`config.mk`:
```
export PLATFORM = sky130hd
export DESIGN_NAME = ial_ctrl
export DESIGN_NICKNAME = d
export VERILOG_FILES = /design/src/ial_pkg.sv /design/src/ial_ctrl.sv
export SDC_FILE = /design/constraint.sdc
export NUM_CORES = 1
export LEC_CHECK = 0
export ABC_AREA = 1
export BUFFER_PORTS_ARGS = -buffer_cell sky130_fd_sc_hd__buf_2
export CAP_MARGIN = 10
export CORE_ASPECT_RATIO = 0.9
export CORE_UTILIZATION = 35
export CTS_CLUSTER_DIAMETER = 50
export CTS_CLUSTER_SIZE = 16
export DETAILED_ROUTE_END_ITERATION = 10
export GPL_TIMING_DRIVEN = 0
export PLACE_DENSITY = 0.57
export REMOVE_ABC_BUFFERS = 1
export SLEW_MARGIN = 20
export SYNTH_ARGS = -nofsm -noshare
export SYNTH_HDL_FRONTEND = slang
export SYNTH_SLANG_ARGS = --single-unit
```
`constraint.sdc`:
```
create_clock -name clk -period 6.4 [get_ports clk]
set_input_delay 0 -clock clk [delete_from_list [all_inputs] [get_ports clk]]
set_output_delay 0 -clock clk [all_outputs]
set_load 0.005 [all_outputs]
```
`src/ial_pkg.sv`:
```
// Package for the indexed array list: command, status, state and cell op codes.
// Also holds fixed port widths and parameter defaults; no dependencies.
`timescale 1ns / 1ps
`default_nettype none
package ial_pkg;

  localparam int DEPTH_DEF     = 256;
  localparam int WORD_BITS_DEF = 32;
  localparam int CMD_W         = 3;
  localparam int IDX_W         = 9;
  localparam int STAT_W        = 3;
  localparam int POS_W         = 8;
  localparam int CNT_OUT_W     = 9;
  localparam int CAP_W         = 9;
  localparam logic [CAP_W-1:0] CAP_RESET = 9'd256;

  typedef enum logic [CMD_W-1:0] {
    CMD_INSERT = 3'd0,
    CMD_DELETE = 3'd1,
    CMD_READ   = 3'd2,
    CMD_WRITE  = 3'd3,
    CMD_SEARCH = 3'd4,
    CMD_SORTED = 3'd5
  } ial_cmd_t;

  typedef enum logic [STAT_W-1:0] {
    ST_OK        = 3'd0,
    ST_RANGE     = 3'd1,
    ST_FULL      = 3'd2,
    ST_NOT_FOUND = 3'd3,
    ST_UNSORTED  = 3'd4
  } ial_status_t;

  typedef enum logic [1:0] {
    S_IDLE,
    S_SCAN,
    S_APPLY
  } ial_state_t;

  typedef enum logic [2:0] {
    OP_HOLD,
    OP_SH_LOAD,
    OP_SH_SHIFT,
    OP_INS,
    OP_DEL,
    OP_WR
  } ial_cell_op_t;

endpackage
`default_nettype wire

```
`src/ial_ctrl.sv`:
```
// Command sequencer: accepts commands, scans the chain head, applies the update.
// Holds count, capacity and result registers. Depends on ial_pkg.
`timescale 1ns / 1ps
`default_nettype none
module ial_ctrl
  import ial_pkg::*;
#(
  parameter int DEPTH     = DEPTH_DEF,
  parameter int WORD_BITS = WORD_BITS_DEF,
  parameter int XW        = IDX_W
) (
  input  wire logic                 clk,
  input  wire logic                 rst_n,
  input  wire logic                 start,
  output logic                      busy,
  input  wire logic [CMD_W-1:0]     in_cmd,
  input  wire logic [IDX_W-1:0]     in_index,
  input  wire logic [WORD_BITS-1:0] in_value,
  output logic                      out_valid,
  output logic [STAT_W-1:0]         out_status,
  output logic [WORD_BITS-1:0]      out_data,
  output logic [POS_W-1:0]          out_position,
  output logic [CNT_OUT_W-1:0]      out_count,
  input  wire logic                 cfg_valid,
  output logic                      cfg_ready,
  input  wire logic [CAP_W-1:0]     cfg_data,
  output ial_cell_op_t              cell_op,
  output logic [XW-1:0]             cell_idx,
  output logic [WORD_BITS-1:0]      cell_val,
  input  wire logic [WORD_BITS-1:0] head
);

  localparam int CW = $clog2(DEPTH + 1);

  ial_state_t           state_r, state_nxt;
  logic [CMD_W-1:0]     cmd_r, cmd_nxt;
  logic [XW-1:0]        idx_r, idx_nxt;
  logic [WORD_BITS-1:0] val_r, val_nxt;
  logic [CW-1:0]        cnt_r, cnt_nxt;
  logic [CAP_W-1:0]     cap_r, cap_nxt;
  logic [CW-1:0]        k_r, k_nxt;
  logic [CW-1:0]        len_r, len_nxt;
  logic                 hit_r, hit_nxt;
  logic [CW-1:0]        hit_pos_r, hit_pos_nxt;
  logic                 gt_r, gt_nxt;
  logic [CW-1:0]        gt_pos_r, gt_pos_nxt;
  logic                 bad_r, bad_nxt;
  logic [WORD_BITS-1:0] prev_r, prev_nxt;
  logic [WORD_BITS-1:0] data_r, data_nxt;

  logic                 ov_r, ov_nxt;
  ial_status_t          ost_r, ost_nxt;
  logic [WORD_BITS-1:0] odata_r, odata_nxt;
  logic [POS_W-1:0]     opos_r, opos_nxt;
  logic [CNT_OUT_W-1:0] ocnt_r, ocnt_nxt;

  logic [XW-1:0] n_x;
  logic [XW-1:0] lim_x;
  logic [XW-1:0] in_idx_x;
  logic [CW-1:0] ins_at;

  assign n_x      = XW'(cnt_r);
  assign lim_x    = (XW'(cap_r) > XW'(DEPTH)) ? XW'(DEPTH) : XW'(cap_r);
  assign in_idx_x = XW'(in_index);
  assign ins_at   = gt_r ? gt_pos_r : cnt_r;

  always_comb begin
    state_nxt   = state_r;
    cmd_nxt     = cmd_r;
    idx_nxt     = idx_r;
    val_nxt     = val_r;
    cnt_nxt     = cnt_r;
    cap_nxt     = cap_r;
    k_nxt       = k_r;
    len_nxt     = len_r;
    hit_nxt     = hit_r;
    hit_pos_nxt = hit_pos_r;
    gt_nxt      = gt_r;
    gt_pos_nxt  = gt_pos_r;
    bad_nxt     = bad_r;
    prev_nxt    = prev_r;
    data_nxt    = data_r;
    ov_nxt      = 1'b0;
    ost_nxt     = ost_r;
    odata_nxt   = odata_r;
    opos_nxt    = opos_r;
    ocnt_nxt    = ocnt_r;
    cell_op     = OP_HOLD;
    cell_idx    = idx_r;

    if (cfg_valid) begin
      cap_nxt = cfg_data;
    end

    case (state_r)
      S_IDLE: begin
        if (start) begin
          cmd_nxt = in_cmd;
          idx_nxt = in_idx_x;
          val_nxt = in_value;
          k_nxt   = '0;
          hit_nxt = 1'b0;
          gt_nxt  = 1'b0;
          bad_nxt = 1'b0;
          cell_op = OP_SH_LOAD;
          case (in_cmd)
            CMD_SEARCH, CMD_SORTED: len_nxt = cnt_r;
            CMD_READ, CMD_DELETE: begin
              len_nxt = (in_idx_x < n_x) ? CW'(in_idx_x + 1'b1) : '0;
            end
            default: len_nxt = '0;
          endcase
          state_nxt = S_SCAN;
        end
      end

      S_SCAN: begin
        if (k_r == len_r) begin
          state_nxt = S_APPLY;
        end else begin
          if (cmd_r == CMD_SEARCH && !hit_r && head == val_r) begin
            hit_nxt     = 1'b1;
            hit_pos_nxt = k_r;
          end
          if (cmd_r == CMD_SORTED) begin
            if (k_r != '0 && $signed(head) <= $signed(prev_r)) begin
              bad_nxt = 1'b1;
            end
            if (!gt_r && $signed(head) > $signed(val_r)) begin
              gt_nxt     = 1'b1;
              gt_pos_nxt = k_r;
            end
          end
          if (XW'(k_r) == idx_r) begin
            data_nxt = head;
          end
          prev_nxt = head;
          cell_op  = OP_SH_SHIFT;
          k_nxt    = k_r + 1'b1;
        end
      end

      S_APPLY: begin
        ost_nxt   = ST_OK;
        odata_nxt = '0;
        opos_nxt  = '0;
        case (cmd_r)
          CMD_INSERT: begin
            if (idx_r > n_x) begin
              ost_nxt = ST_RANGE;
            end else if (n_x >= lim_x) begin
              ost_nxt = ST_FULL;
            end else begin
              cell_op = OP_INS;
              cnt_nxt = cnt_r + 1'b1;
            end
          end
          CMD_DELETE: begin
            if (idx_r >= n_x) begin
              ost_nxt = ST_RANGE;
            end else begin
              odata_nxt = data_r;
              cell_op   = OP_DEL;
              cnt_nxt   = cnt_r - 1'b1;
            end
          end
          CMD_READ: begin
            if (idx_r >= n_x) begin
              ost_nxt = ST_RANGE;
            end else begin
              odata_nxt = data_r;
            end
          end
          CMD_WRITE: begin
            if (idx_r >= n_x) begin
              ost_nxt = ST_RANGE;
            end else begin
              cell_op = OP_WR;
            end
          end
          CMD_SEARCH: begin
            if (hit_r) begin
              opos_nxt = POS_W'(hit_pos_r);
            end else begin
              ost_nxt = ST_NOT_FOUND;
            end
          end
          CMD_SORTED: begin
            if (bad_r) begin
              ost_nxt = ST_UNSORTED;
            end else if (n_x >= lim_x) begin
              ost_nxt = ST_FULL;
            end else begin
              cell_op  = OP_INS;
              cell_idx = XW'(ins_at);
              opos_nxt = POS_W'(ins_at);
              cnt_nxt  = cnt_r + 1'b1;
            end
          end
          default: ;
        endcase
        ocnt_nxt  = CNT_OUT_W'(cnt_nxt);
        ov_nxt    = 1'b1;
        state_nxt = S_IDLE;
      end

      default: state_nxt = S_IDLE;
    endcase
  end

  always_ff @(posedge clk) begin
    if (!rst_n) begin
      state_r <= S_IDLE;
      cnt_r   <= '0;
      cap_r   <= CAP_RESET;
      ov_r    <= 1'b0;
    end else begin
      state_r <= state_nxt;
      cnt_r   <= cnt_nxt;
      cap_r   <= cap_nxt;
      ov_r    <= ov_nxt;
    end
  end

  always_ff @(posedge clk) begin
    cmd_r     <= cmd_nxt;
    idx_r     <= idx_nxt;
    val_r     <= val_nxt;
    k_r       <= k_nxt;
    len_r     <= len_nxt;
    hit_r     <= hit_nxt;
    hit_pos_r <= hit_pos_nxt;
    gt_r      <= gt_nxt;
    gt_pos_r  <= gt_pos_nxt;
    bad_r     <= bad_nxt;
    prev_r    <= prev_nxt;
    data_r    <= data_nxt;
    ost_r     <= ost_nxt;
    odata_r   <= odata_nxt;
    opos_r    <= opos_nxt;
    ocnt_r    <= ocnt_nxt;
  end

  assign busy         = (state_r != S_IDLE);
  assign cfg_ready    = 1'b1;
  assign cell_val     = val_r;
  assign out_valid    = ov_r;
  assign out_status   = ost_r;
  assign out_data     = odata_r;
  assign out_position = opos_r;
  assign out_count    = ocnt_r;

  a_strobe_after_apply : assert property (@(posedge clk) disable iff (!rst_n)
    ov_r |-> $past(state_r == S_APPLY))
    else $error("result strobe without a completed command");

  a_strobe_single : assert property (@(posedge clk) disable iff (!rst_n)
    ov_r |-> !$past(ov_r))
    else $error("result strobe held for two cycles");

  a_count_bound : assert property (@(posedge clk) disable iff (!rst_n)
    XW'(cnt_r) <= XW'(DEPTH))
    else $error("element count above store depth");

  a_scan_bound : assert property (@(posedge clk) disable iff (!rst_n)
    state_r == S_SCAN |-> k_r <= len_r)
    else $error("scan ran past its length");

  a_count_step : assert property (@(posedge clk) disable iff (!rst_n)
    state_r != S_APPLY |=> $stable(cnt_r))
    else $error("count changed outside the apply cycle");

endmodule
`default_nettype wire

```
==> summary.md <==
| Metric | Value |
|---|---|
| Peak per-stage delay on the critical path | 500 ps |
| Maximum clock insertion buffer count | 3 |
| Final RePlAce weighted congestion | 0.8833 |
| # resized after CTS | 0 |
| CTS sink count | 219 |
| Max-slew headroom | 47.84% |
| Critical hold path startpoint | in_value[30] |
| DRC violations left | 40 |
| Synth Register Bits | 219 |
| Worst vdd ir | 0.1936 mV |
| Max Cap Violations | 0 |
| Synthesized area per cell | 9.865 um2 |
| Antenna viol nets, final | 0 |
| Chip width | 192.7 um |
| Most common cell in the netlist | sky130_fd_sc_hd__nand2_1 |
| Worst setup SP type | flip-flop |
| Pwr per Cell Area | 246.5 nW/um2 |
| Die height | 173.6 um |
| Kind of critical path | reg -> out |
| Worst hold stages | 2 |
| Slowest library cell on the worst path | sky130_fd_sc_hd__dfxtp_1 |
| Count of final setup violators | 0 |
| Number of flops mapped to enable cells by yosys | 198 |
| Area of the die | 33450 um2 |
| Total of warnings raised by yosys | 0 |
| Maximum number of pins on one net before global-route repair | 33 |
| Worst reg2reg path endpoint | out_data[11]$_SDFFCE_PP0P_ |
| Routed wire length per instance | 16.39 um |
| Unrepaired setup endpoints after global routing | false |
| Cell area reported after detailed placement | 12990 um2 |
| Clk pin slew, worst setup/hold paths | 60 ps |
| Total power draw | 3.697 mW |
| Overall Global Routing Usage | 18.77% |
| Number of cells produced by synthesis | 1161 |
| Status | complete, but fails checks |
| IO Count | 188 |
| Share of the yosys chip area belonging to registers | 55.58% |
| Antenna violations before repair | 2 |
| Minimum period implied by the final worst setup slack | 3419 ps |
| Path category of the worst min-delay check | in -> reg |
| Total Nets Final | 1662 |
| Upper clock frequency limit | 292.5 MHz |
| Primary FF master, synth | sky130_fd_sc_hd__edfxtp_1 |
| Global-route wire length before repair | 48000 um |
| Final-report hold violation count | 0 |
| Synth-to-layout area growth | 30.95% |
| Area of the core | 32040 um2 |
| Total wirelength of the detailed-routed design | 31450 um |
| Worst-skew pair later-pin latency | 560 ps |
| Placement row count | 62 |
| Average vias per placed instance | 4.771 |
| Origin of the critical flop-to-flop path | cnt_r[7]$_SDFFE_PN0P_ |
| Final Skew | 16.29 ps |
| Share of cells above drive strength 1 | 19.12% |
| Netlist area before placement | 11450 um2 |
| Worst reg-to-reg setup slack | 3240 ps |
| Number of optimization iterations in the first detailed-route pass | 8 |
| Initial Util | 35.75% |
| Leak pwr | 6.793 nW |
| Cell depth of the worst flop-to-flop path | 9 |
| CP max FO | 8 |
| Overflow left after global routing | 0 |
| CP cell instances | clkinv_1 > ha_1 > nand2_2 > nor2_4 > nand2_2 > nand3_2 > nand2_1 > nand2_2 > nand2_2 > nand3_1 > nand3_1 > buf_2 |
| Number of levels in the clock H-tree | 1 |
| Number of vias in the routed layout | 9156 |
| Post-route cell area | 15000 um2 |
| Most Frequent Cell on Critical Path | sky130_fd_sc_hd__nand2_2 |
| Largest area contributor in the synthesized netlist | sky130_fd_sc_hd__edfxtp_1 |
| Count of final max-slew check failures | 0 |
| Hold Crit Endpoint | cell_val[30]$_DFFE_PP_ |
| Num CTS Buffers | 29 |
| Library cells used by synthesis | 48 |
| Initial DRC Count | 640 |
| Period Utilization, post-route | 53.42% |
| Vias in the first global route | 8748 |
| TritonCTS clock tree | built |
| Area contributors post-synth | sky130_fd_sc_hd__edfxtp_1 52%, sky130_fd_sc_hd__ha_1 10%, sky130_fd_sc_hd__nand2_1 7.0% |
| Total half-perimeter wirelength after legalization and detailed placement | 22530 um |
| Top cells by instance count after synthesis | 214 x sky130_fd_sc_hd__nand2_1, 198 x sky130_fd_sc_hd__edfxtp_1, 188 x sky130_fd_sc_hd__inv_1 |
| Root Driver | sky130_fd_sc_hd__clkbuf_16 |
| Share of the synthesized area in the top cell type | 51.91% |
| IO Port Bufs | 186 |
| Post-synth ARST share | 0% |
| Least-Margin Pin Slew | 779.5 ps |
| Failing checks | DRC |
| Required time at the endpoint of the critical path | 6400 ps |
| Data arrival, critical path | 3420 ps |
| Sort of element at the end of the critical path | primary output |
-- how the worst max path moves through the flow --
| stage | start | end | slack, ps | cells past startpoint |
|---|---|---|---|---|
| after CTS | cnt_r[0]$_SDFFE_PN0P_ | cell_idx[5] | 2990 | 8 |
| final | cnt_r[7]$_SDFFE_PN0P_ | cell_op[0] | 2980 | 12 |
| after floorplan | k_r[1]$_SDFFCE_PN0P_ | data_r[0]$_DFFE_PP_ | 1860 | 5 |
| after global routing | cap_r[2]$_SDFFE_PN0P_ | cell_idx[4] | 2800 | 15 |
| after global placement | state_r[0]$_SDFFE_PN0P_ | data_r[23]$_DFFE_PP_ | -790 | 4 |
| after detailed placement | cell_val[27]$_DFFE_PP_ | hit_pos_r[4]$_DFFE_PP_ | 3230 | 8 |
-- state kept, by name, summed over array words and instances, names as in the netlist, 8 cells and up --
register and count:
out_count 9, out_data 32, out_position 8, gt_pos_r 9, data_r 32, hit_pos_r 8
len_r 9, k_r 9, idx_r 9, cell_val 32, cap_r 9, cnt_r 9
prev_r 32
-- per-layer routing --
| metal | track usage (%) | vias to the layer above | part of all wire [%] |
|---|---|---|---|
| li1 | - | 4572 | - |
| met1 | 26.21 | 4271 | 46 |
| met2 | 29.58 | 249 | 45 |
| met3 | 3.279 | 64 | 6.0 |
| met4 | 5.610 | 0 | 2.8 |
| met5 | 0 | - | 0 |
-- power by group --
group          total, mW  switching (mW)  internal, mW
registers           1.66          0.0411          1.62
logic              0.425           0.249         0.176
clock network       1.61           0.649         0.961
total               3.70           0.939          2.76
-- repair_timing --
item,in CTS,in global routing
endpoints found under the setup margin,0,0
endpoints found under the hold margin,131,0
buffers inserted,0,0
hold buffers,105,0
-- cell families (layout without fill, tap and decap cells) --
logic type | after synthesis | in the layout | synth area share, %
AND/OR/NAND/NOR | 472 | 472 | 18.46
buffers and inverters | 220 | 560 | 7.461
flip-flops | 219 | 219 | 55.58
AO/OA/AOI/OAI | 136 | 136 | 6.708
adder cells (fa/ha/maj) | 95 | 95 | 10.38
XOR/XNOR | 18 | 18 | 1.377
other | 1 | 3 | 0.03274
-- worst max-delay path, delay by kind of cell, from the launching register on --
kind / cells / cell delay, ps
fa+ha+maj: 1 / 460
buf+inv: 2 / 630
flops: 1 / 500
simple gates: 9 / 1250
-- final cells by class --
class | count | area [um2]
diodes | 2 | 5.005
clock buffers | 34 | 744.5
clock inverters | 20 | 207.7
fillers | 2981 | 17040
inverters | 204 | 765.7
multi-input cells | 722 | 4262
flip-flops and latches | 219 | 6366
well taps | 416 | 520.5
repair buffers | 302 | 2127
-- cells in the final DEF, fill, tap and decap left out, types with 7 or more instances in the layout --
master and count:
sky130_fd_sc_hd__nand2_2 7, sky130_fd_sc_hd__dlygate4sd3_1 105, sky130_fd_sc_hd__nor2_4 7, sky130_fd_sc_hd__dfxtp_1 21, sky130_fd_sc_hd__o211ai_1 10, sky130_fd_sc_hd__clkbuf_16 29, sky130_fd_sc_hd__nand3_1 64, sky130_fd_sc_hd__o21ai_0 32
sky130_fd_sc_hd__clkinv_1 9, sky130_fd_sc_hd__inv_1 187, sky130_fd_sc_hd__buf_2 189, sky130_fd_sc_hd__nor3_1 17, sky130_fd_sc_hd__xor2_1 15, sky130_fd_sc_hd__nor2_1 116, sky130_fd_sc_hd__o22ai_1 13, sky130_fd_sc_hd__nand4_1 18
sky130_fd_sc_hd__edfxtp_1 198, sky130_fd_sc_hd__ha_1 95, sky130_fd_sc_hd__nand2_1 213, sky130_fd_sc_hd__a21oi_1 62, sky130_fd_sc_hd__inv_2 12
-- per-stage QoR --
| stage | util [%] | setup TNS [ps] | cells | hold slack, ps | setup WS, ps |
|---|---|---|---|---|---|
| after CTS | 46.78 | 0 | 1917 | 117.4 | 2989 |
| final | 46.81 | 0 | 1919 | 146.2 | 2981 |
| after detailed placement | 40.53 | 0 | 1758 | 178.1 | 3227 |
| after global placement | 40.00 | -32690 | 1747 | 176.7 | -789.6 |
| after global routing | 46.81 | 0 | 1918 | 128.9 | 2797 |
| after floorplan | - | 0 | 1145 | 98.87 | 1858 |
(Power assumes the default switching activity.)
